==> src/rtl/trmc_pkg.sv <==
`timescale 1ns / 1ps
// ----------------------------------------------------------------------------
// trmc_pkg
// shared types and constants of the threshold rule matcher
// ----------------------------------------------------------------------------
package trmc_pkg;

   localparam int DEF_RULE_SLOTS = 16;
   localparam int MAX_SCAN       = 16;

   // item kinds carried on tuser
   localparam logic KIND_LOAD    = 1'b0;
   localparam logic KIND_READING = 1'b1;

   // compare ops of a rule
   localparam logic OP_GT = 1'b0;
   localparam logic OP_LT = 1'b1;

   // one row of the rule table
   typedef struct packed {
      logic [7:0]  sensor;
      logic        op;
      logic [31:0] threshold;
      logic [31:0] cooldown;
      logic [31:0] fire_time;
      logic [31:0] fire_count;
   } trmc_row_type;

   // controller to datapath
   typedef struct packed {
      logic load;
      logic start;
      logic fetch;
      logic step;
      logic flush;
   } trmc_cmd_type;

   // datapath to controller
   typedef struct packed {
      logic count_zero;
      logic fire;
      logic last_rule;
      logic pend_valid;
      logic out_free;
   } trmc_stat_type;

endpackage

==> src/rtl/trmc_ctrl.sv <==
`timescale 1ns / 1ps
// ----------------------------------------------------------------------------
// trmc_ctrl
// sequencer for load, rule scan and final result flush
// ----------------------------------------------------------------------------
module trmc_ctrl (
   input  logic                   clock,
   input  logic                   reset,
   input  logic                   req_tvalid,
   output logic                   req_tready,
   input  logic                   req_kind,
   input  trmc_pkg::trmc_stat_type stat,
   output trmc_pkg::trmc_cmd_type  cmd
);

   typedef enum logic [3:0] {
      ST_IDLE  = 4'b0001,
      ST_FETCH = 4'b0010,
      ST_SCAN  = 4'b0100,
      ST_FLUSH = 4'b1000
   } trmc_state_type;

   trmc_state_type state_ff;
   trmc_state_type state_in;
   logic           accept;
   logic           stall;

   assign req_tready = (state_ff == ST_IDLE);
   assign accept     = req_tvalid && req_tready;
   // a fire needs the pending result moved out first
   assign stall      = stat.fire && stat.pend_valid && !stat.out_free;

   always_comb begin
      state_in = state_ff;
      cmd      = '0;
      case (state_ff)
         ST_IDLE: begin
            if (accept) begin
               if (req_kind == trmc_pkg::KIND_LOAD) begin
                  cmd.load = 1'b1;
               end else begin
                  cmd.start = 1'b1;
                  if (!stat.count_zero) begin
                     state_in = ST_FETCH;
                  end
               end
            end
         end
         ST_FETCH: begin
            cmd.fetch = 1'b1;
            state_in  = ST_SCAN;
         end
         ST_SCAN: begin
            if (!stall) begin
               cmd.step = 1'b1;
               if (stat.last_rule) begin
                  state_in = ST_FLUSH;
               end
            end
         end
         ST_FLUSH: begin
            if (!stat.pend_valid) begin
               state_in = ST_IDLE;
            end else if (stat.out_free) begin
               cmd.flush = 1'b1;
               state_in  = ST_IDLE;
            end
         end
         default: begin
            state_in = ST_IDLE;
         end
      endcase
   end

   always_ff @(posedge clock) begin
      if (reset) begin
         state_ff <= ST_IDLE;
      end else begin
         state_ff <= state_in;
      end
   end

endmodule

==> src/rtl/trmc_dp.sv <==
`timescale 1ns / 1ps
// ----------------------------------------------------------------------------
// trmc_dp
// rule table memory, rule evaluation, pending and output registers
// ----------------------------------------------------------------------------
module trmc_dp #(
   parameter int RULE_SLOTS = trmc_pkg::DEF_RULE_SLOTS
) (
   input  logic                   clock,
   input  logic                   reset,
   input  logic                   csr_wen,
   input  logic [4:0]             csr_wdata,
   input  logic [3:0]             in_slot,
   input  logic [7:0]             in_sensor_id,
   input  logic [31:0]            in_reading,
   input  logic [31:0]            in_time_ms,
   input  logic                   in_new_op,
   input  logic [31:0]            in_new_threshold,
   input  logic [31:0]            in_new_cooldown,
   input  trmc_pkg::trmc_cmd_type  cmd,
   output trmc_pkg::trmc_stat_type stat,
   output logic                   rsp_tvalid,
   input  logic                   rsp_tready,
   output logic [3:0]             rsp_rule_index,
   output logic [31:0]            rsp_fire_total,
   output logic                   rsp_tlast
);

   localparam int IDX_W = (RULE_SLOTS > 1) ? $clog2(RULE_SLOTS) : 1;
   localparam logic [4:0] SCAN_CAP =
      5'((RULE_SLOTS < trmc_pkg::MAX_SCAN) ? RULE_SLOTS : trmc_pkg::MAX_SCAN);

   trmc_pkg::trmc_row_type mem [RULE_SLOTS];
   logic [RULE_SLOTS-1:0]  valid_ff;
   trmc_pkg::trmc_row_type rd_row_ff;
   logic                   rd_valid_ff;

   logic [4:0]  rule_count_ff;
   logic [3:0]  scan_ff;
   logic [3:0]  last_idx_ff;
   logic [7:0]  sensor_ff;
   logic [31:0] value_ff;
   logic [31:0] now_ff;

   logic        pend_valid_ff;
   logic [3:0]  pend_idx_ff;
   logic [31:0] pend_total_ff;

   logic        out_valid_ff;
   logic        out_valid_in;
   logic [3:0]  out_idx_ff;
   logic [31:0] out_total_ff;
   logic        out_last_ff;

   logic [4:0]  scan_len;
   logic [31:0] row_time;
   logic [31:0] row_cnt;
   logic [31:0] new_cnt;
   logic [31:0] elapsed;
   logic        cond_hit;
   logic        cooling;
   logic        fire;
   logic        last_rule;
   logic        out_free;
   logic        slot_ok;
   logic        wr_en;
   logic [IDX_W-1:0] wr_addr;
   trmc_pkg::trmc_row_type wr_row;
   logic        rd_en;
   logic [IDX_W-1:0] rd_addr;
   logic        move_mid;
   logic        move_end;

   // rule evaluation on the row in the read register
   assign scan_len = (rule_count_ff > SCAN_CAP) ? SCAN_CAP : rule_count_ff;
   assign row_time = rd_valid_ff ? rd_row_ff.fire_time  : 32'd0;
   assign row_cnt  = rd_valid_ff ? rd_row_ff.fire_count : 32'd0;
   assign new_cnt  = row_cnt + 32'd1;
   assign elapsed  = now_ff - row_time;
   assign cond_hit = (rd_row_ff.op == trmc_pkg::OP_GT) ?
                     ($signed(value_ff) > $signed(rd_row_ff.threshold)) :
                     ($signed(rd_row_ff.threshold) > $signed(value_ff));
   assign cooling  = (rd_row_ff.cooldown != 32'd0) && (row_time != 32'd0) &&
                     (elapsed < rd_row_ff.cooldown);
   assign fire     = (rd_row_ff.sensor == sensor_ff) && cond_hit && !cooling;
   assign last_rule = (scan_ff == last_idx_ff);
   assign out_free  = !out_valid_ff || rsp_tready;

   assign stat.count_zero = (rule_count_ff == 5'd0);
   assign stat.fire       = fire;
   assign stat.last_rule  = last_rule;
   assign stat.pend_valid = pend_valid_ff;
   assign stat.out_free   = out_free;

   // single write port: load from idle, writeback during scan
   assign slot_ok = ({28'd0, in_slot} < 32'(RULE_SLOTS));
   assign wr_en   = (cmd.load && slot_ok) || (cmd.step && fire);
   assign wr_addr = cmd.load ? IDX_W'(in_slot) : IDX_W'(scan_ff);

   always_comb begin
      if (cmd.load) begin
         wr_row.sensor     = in_sensor_id;
         wr_row.op         = in_new_op;
         wr_row.threshold  = in_new_threshold;
         wr_row.cooldown   = in_new_cooldown;
         wr_row.fire_time  = 32'd0;
         wr_row.fire_count = 32'd0;
      end else begin
         wr_row            = rd_row_ff;
         wr_row.fire_time  = now_ff;
         wr_row.fire_count = new_cnt;
      end
   end

   assign rd_en   = cmd.fetch || (cmd.step && !last_rule);
   assign rd_addr = cmd.fetch ? '0 : IDX_W'(scan_ff + 4'd1);

   always_ff @(posedge clock) begin
      if (wr_en) begin
         mem[wr_addr] <= wr_row;
      end
      if (rd_en) begin
         rd_row_ff   <= mem[rd_addr];
         rd_valid_ff <= valid_ff[rd_addr];
      end
   end

   // valid bits stand in for the zero reset of trigger time and count
   always_ff @(posedge clock) begin
      if (reset) begin
         valid_ff <= '0;
      end else if (wr_en) begin
         valid_ff[wr_addr] <= 1'b1;
      end
   end

   always_ff @(posedge clock) begin
      if (reset) begin
         rule_count_ff <= 5'd0;
      end else if (csr_wen) begin
         rule_count_ff <= csr_wdata;
      end
   end

   always_ff @(posedge clock) begin
      if (cmd.start) begin
         sensor_ff   <= in_sensor_id;
         value_ff    <= in_reading;
         now_ff      <= in_time_ms;
         last_idx_ff <= 4'(scan_len - 5'd1);
      end
      if (cmd.fetch) begin
         scan_ff <= 4'd0;
      end else if (cmd.step && !last_rule) begin
         scan_ff <= scan_ff + 4'd1;
      end
   end

   // a fired rule waits in pend until the scan shows whether it is the last
   assign move_mid = cmd.step && fire && pend_valid_ff;
   assign move_end = cmd.flush && pend_valid_ff;

   always_ff @(posedge clock) begin
      if (reset) begin
         pend_valid_ff <= 1'b0;
      end else if (cmd.step && fire) begin
         pend_valid_ff <= 1'b1;
      end else if (cmd.flush) begin
         pend_valid_ff <= 1'b0;
      end
   end

   always_ff @(posedge clock) begin
      if (cmd.step && fire) begin
         pend_idx_ff   <= scan_ff;
         pend_total_ff <= new_cnt;
      end
   end

   assign out_valid_in = (move_mid || move_end) ? 1'b1 :
                         (rsp_tready ? 1'b0 : out_valid_ff);

   always_ff @(posedge clock) begin
      if (reset) begin
         out_valid_ff <= 1'b0;
      end else begin
         out_valid_ff <= out_valid_in;
      end
   end

   always_ff @(posedge clock) begin
      if (move_mid || move_end) begin
         out_idx_ff   <= pend_idx_ff;
         out_total_ff <= pend_total_ff;
         out_last_ff  <= move_end;
      end
   end

   assign rsp_tvalid     = out_valid_ff;
   assign rsp_rule_index = out_idx_ff;
   assign rsp_fire_total = out_total_ff;
   assign rsp_tlast      = out_last_ff;

endmodule

==> src/rtl/threshold_rule_matcher_cooldown.sv <==
`timescale 1ns / 1ps
// ----------------------------------------------------------------------------
// threshold_rule_matcher_cooldown
// matches sensor readings against a table of threshold rules with cooldown
// ----------------------------------------------------------------------------
//  channel   | direction | transaction
//  req_*     | in        | load one rule (tuser 0) or a sensor reading (tuser 1)
//  rsp_*     | out       | one fired rule, tlast on the final one of a reading
//  csr_*     | in        | write of rule_count, taken at once
//
//  a load is taken in idle; a reading passes fetch, a scan of the saturated
//  rule count and a flush (it stays in idle when rule_count is zero), one rule
//  per cycle through the table read port unless a fire stalls the scan
//  reset clears rule_count, all trigger times and counts, and the handshakes
//  a result waits in the output register while the next transaction is
//  accepted; a back-pressured output pauses the scan only when a second fire
//  needs the pending slot, and holds the final flush until the output frees
// ----------------------------------------------------------------------------
module threshold_rule_matcher_cooldown #(
   parameter int RULE_SLOTS = trmc_pkg::DEF_RULE_SLOTS
) (
   input  logic          clock,
   input  logic          reset,
   // request channel
   input  logic          req_tvalid,
   output logic          req_tready,
   input  logic [143:0]  req_tdata,  // slot, sensor_id, reading, time_ms, new_op,
                                     // new_threshold, new_cooldown, zero pad
   input  logic          req_tuser,  // kind
   // response channel
   output logic          rsp_tvalid,
   input  logic          rsp_tready,
   output logic [39:0]   rsp_tdata,  // rule_index, fire_total, zero pad
   output logic          rsp_tlast,
   // configuration
   input  logic          csr_wen,
   input  logic [4:0]    csr_wdata   // rule_count
);

   trmc_pkg::trmc_cmd_type  cmd;
   trmc_pkg::trmc_stat_type stat;

   logic [3:0]  rsp_rule_index;
   logic [31:0] rsp_fire_total;

   // unpack request fields
   logic [3:0]  req_slot;
   logic [7:0]  req_sensor_id;
   logic [31:0] req_reading;
   logic [31:0] req_time_ms;
   logic        req_new_op;
   logic [31:0] req_new_threshold;
   logic [31:0] req_new_cooldown;

   assign req_slot          = req_tdata[3:0];
   assign req_sensor_id     = req_tdata[11:4];
   assign req_reading       = req_tdata[43:12];
   assign req_time_ms       = req_tdata[75:44];
   assign req_new_op        = req_tdata[76];
   assign req_new_threshold = req_tdata[108:77];
   assign req_new_cooldown  = req_tdata[140:109];

   // sequencer
   trmc_ctrl u_ctrl (
      .clock      (clock),
      .reset      (reset),
      .req_tvalid (req_tvalid),
      .req_tready (req_tready),
      .req_kind   (req_tuser),
      .stat       (stat),
      .cmd        (cmd)
   );

   // rule table and evaluation
   trmc_dp #(
      .RULE_SLOTS (RULE_SLOTS)
   ) u_dp (
      .clock            (clock),
      .reset            (reset),
      .csr_wen          (csr_wen),
      .csr_wdata        (csr_wdata),
      .in_slot          (req_slot),
      .in_sensor_id     (req_sensor_id),
      .in_reading       (req_reading),
      .in_time_ms       (req_time_ms),
      .in_new_op        (req_new_op),
      .in_new_threshold (req_new_threshold),
      .in_new_cooldown  (req_new_cooldown),
      .cmd              (cmd),
      .stat             (stat),
      .rsp_tvalid       (rsp_tvalid),
      .rsp_tready       (rsp_tready),
      .rsp_rule_index   (rsp_rule_index),
      .rsp_fire_total   (rsp_fire_total),
      .rsp_tlast        (rsp_tlast)
   );

   // pack response fields, pad to whole bytes
   assign rsp_tdata = {4'd0, rsp_fire_total, rsp_rule_index};

endmodule

==> config.mk <==
export PLATFORM = sky130hd
export DESIGN_NAME = threshold_rule_matcher_cooldown
export DESIGN_NICKNAME = d
export VERILOG_FILES = /design/src/rtl/trmc_pkg.sv /design/src/rtl/trmc_ctrl.sv /design/src/rtl/trmc_dp.sv /design/src/rtl/threshold_rule_matcher_cooldown.sv
export SDC_FILE = /design/constraint.sdc
export NUM_CORES = 2
export LEC_CHECK = 0
export BUFFER_PORTS_ARGS = -buffer_cell sky130_fd_sc_hd__buf_2
export CAP_MARGIN = 5
export CORE_MARGIN = 5
export CORE_UTILIZATION = 56
export CTS_CLUSTER_SIZE = 10
export DETAILED_ROUTE_END_ITERATION = 6
export PLACE_DENSITY = 0.86
export SLEW_MARGIN = 10
export SYNTH_ARGS = -nofsm -noshare
export SYNTH_HDL_FRONTEND = slang
export SYNTH_SLANG_ARGS = --single-unit
export TNS_END_PERCENT = 20
==> constraint.sdc <==
create_clock -name clock -period 11.6 [get_ports clock]
set_input_delay 2.9 -clock clock [delete_from_list [all_inputs] [get_ports clock]]
set_output_delay 2.9 -clock clock [all_outputs]
set_load 0.02 [all_outputs]
==> impl_metrics.tcl <==
set metrics [dict create \
    slowest_delay_ps 980 \
    skew_ps 71.64 \
    multi_input_area_sq_um 24580 \
    crit_fanout 44 \
    crit_buf_inv 3 \
    dieHeight_um 435.8 \
    grt_usage_pct 29.47 \
    io_pins 198 \
    finalWorstSetupSlack_ps 2554 \
    rows 156 \
    die_x_um 435.8 \
    clock-sinks 2510 \
    place_area_sq_um 105100 \
    seq_area_sq_um 75070 \
    p_total_mw 28.15 \
    fmax_mhz 110.5 \
    dr.pass1.iters 7 \
    via_per_inst 6.905 \
    syn_avg_cell_area_sq_um 15.00 \
    dp_worst_setup_slack_ps 2905 \
    cts_root_buf "clkbuf_16" \
    failed_checks "design-rule violations, max-capacitance violations" \
    drc 5 \
    slew_violations 0 \
    vias 64904 \
    first_global_vias 65105 \
    post-dp-hpwl_um 142700 \
    vdd_ir_drop_max_mv 0.4125 \
    gp_routability_congestion 0.8884 \
    routed_wl_um 287000 \
    final_layout_size_suffix_gt1_share_pct 14.99 \
    ys_ff_latch 2510 \
    wire_per_inst_um 30.53 \
    whs_ps 412.7 \
    setup_viol 0 \
    synth.area.top_cells "edfxtp_1 (73%), nand2_1 (5.4%), mux4_2 (4.1%)" \
    fin_crit_sh_pct 77.98 \
    io_buffers 190 \
    p_leak_nw 38.30 \
    criticalPathCategory "register to register" \
    synthFlopType "edfxtp_1" \
    maxCapViolations 1 \
    synth-edff-count 2479 \
    async_reset_ff_share_pct 0 \
    drt_iter0_drc 11711 \
    tightest_slew_ps 1477 \
    ys_seq_area_share_pct 73.93 \
    crit_required_ps 12110 \
    cp-start-kind "register" \
    ys_types 76 \
    design.core.area_sq_um 180500 \
    fin_setup_tns_ps 0 \
    die-area_sq_um 189900 \
    antenna_found_initial 14 \
    drtAntennaViolNets 0 \
    syn-cell-area_sq_um 101500 \
    grt_max_degree 188 \
    synth_top_area_cell "edfxtp_1" \
    syn_to_final_growth_pct 11.40 \
    slowest_stage "nor2_4" \
    clk_latency_ps 940 \
    min_path_type "register to register" \
    postCtsHoldBufs 0 \
    grt_pass1_wl_um 417200 \
    synth_most_common_cell "edfxtp_1" \
    postCtsSetupBuffers 0 \
    hold_viol_final 0 \
    syn-instance-count 6769 \
    clk_path_buf_depth 4 \
    numCtsBuffers 302 \
    status "finished, violations left" \
    yosys_warnings 0 \
    cts_tree "done" \
    period_needed_ps 9046 \
    max_slew_margin_pct 0.6141 \
    endpoint_kind "register" \
    finish.instance_area_sq_um 113100 \
    cp_cell_sequence "buf_4 > nand2_1 > ha_1 > o211ai_1 > a21oi_1 > o41a_2 > a21oi_2 > o311ai_1 > a21oi_1 > or4b_2 > o2111ai_1 > ha_1 > a21o_1 > a21o_1 > a21oi_1 > a21oi_1 > o211ai_1 > nand2_1 > a41oi_1 > nor2_4 > buf_4 > buf_4" \
    p_per_area_nw_per_um2 248.9 \
    dp.cells 9047 \
    rsz0062_at_grt "false" \
    netlist_top_cells_count "edfxtp_1 (2,479), nand2_1 (1,460), nand3_1 (319)" \
    final_net_count 7243 \
    cp.arrival_ps 9550 \
    initial_core_util_pct 56.23 \
    synth_top_area_share_pct 73.32 \
    nFillCells 11329 \
    clkSlewWorstSetupHoldPaths_ps 60 \
    path_common_cell "a21oi_1" \
    h-tree-depth 5 \
    cp_top_family "compound AO/OA/AOI/OAI gates" \
    fin_util_pct 62.65 \
    overflow 0 \
    cts-resized-gates 0 \
    finalNonFillerCells 9399 \
]
layout by cell type (no fill, tap or decap), drive strengths merged, types with 57 or more instances in the layout:
| cell type | instances |
|---|---|
| ha | 98 |
| edfxtp | 2479 |
| nor2 | 134 |
| o21ai | 136 |
| and2 | 64 |
| buf | 329 |
| nand3 | 319 |
| clkbuf | 324 |
| a21oi | 104 |
| a31oi | 151 |
| and3 | 155 |
| mux4 | 187 |
| nor3 | 57 |
| or2 | 130 |
| a311oi | 143 |
| nand2 | 1460 |
| mux2i | 155 |
| inv | 98 |
routing by layer:
| layer | up-vias | part of all wire, % | track usage, % | wire length (um) |
|---|---|---|---|---|
| met2 | 6339 | 47 | 46.37 | 134400 |
| met1 | 31380 | 32 | 37.43 | 92570 |
| li1 | 26003 | - | - | - |
| met5 | - | 0.018 | 0 | 51 |
| met4 | 8 | 6.9 | 17.96 | 19910 |
| met3 | 1174 | 14 | 7.193 | 40050 |
area by class of cell:
| type | instances | area share, % |
|---|---|---|
| Clock buffer | 324 | 6.867 |
| Multi-Input combinational cell | 3755 | 21.74 |
| Clock inverter | 11 | 0.08518 |
| Sequential cell | 2510 | 66.37 |
| Inverter | 91 | 0.3064 |
| Tap cell | 2370 | 2.622 |
| Antenna cell | 9 | 0.01991 |
| Timing Repair Buffer | 329 | 1.996 |
cell families after synthesis:
| family | synth area share [%] |
|---|---|
| XOR/XNOR | 0.6223 |
| adder cells (fa/ha/maj) | 1.227 |
| multiplexers | 6.175 |
| buffers and inverters | 2.105 |
| AO/OA/AOI/OAI | 5.348 |
| flip-flops | 73.93 |
| AND/OR/NAND/NOR | 10.59 |
| other | 0.003693 |
where the power goes:
part / internal, mW / leakage (nW) / switching, mW
combinational: 2.97 / 11.7 / 6.08
clock: 4.68 / 3.87 / 3.34
sequential: 10.9 / 22.7 / 0.162
total: 18.6 / 38.3 / 9.58
path summary, 6_finish.rpt:
| path | startpoint | end | slack, ps | cells after the start |
|---|---|---|---|---|
| worst max-delay path | u_dp.rd_valid_ff | u_dp.mem[2][51] | 2550 | 22 |
| worst min register to register | u_dp.pend_total_ff[9] | u_dp.rsp_fire_total[9] | 410 | 0 |
| worst min-delay path | u_dp.pend_total_ff[9] | u_dp.rsp_fire_total[9] | 410 | 0 |
| worst max register to register | u_dp.rd_valid_ff | u_dp.mem[2][51] | 2550 | 22 |
registers in the layout, indices dropped and copies added (netlist names), 5 cells and up:
register and cells:
u_dp.mem 2192, u_dp.now_ff 32, u_dp.pend_total_ff 32, u_dp.rd_row_ff 137
u_dp.rsp_fire_total 32, u_dp.rule_count_ff 5, u_dp.sensor_ff 8, u_dp.valid_ff 16
u_dp.value_ff 32
(Power assumes the default switching activity.)
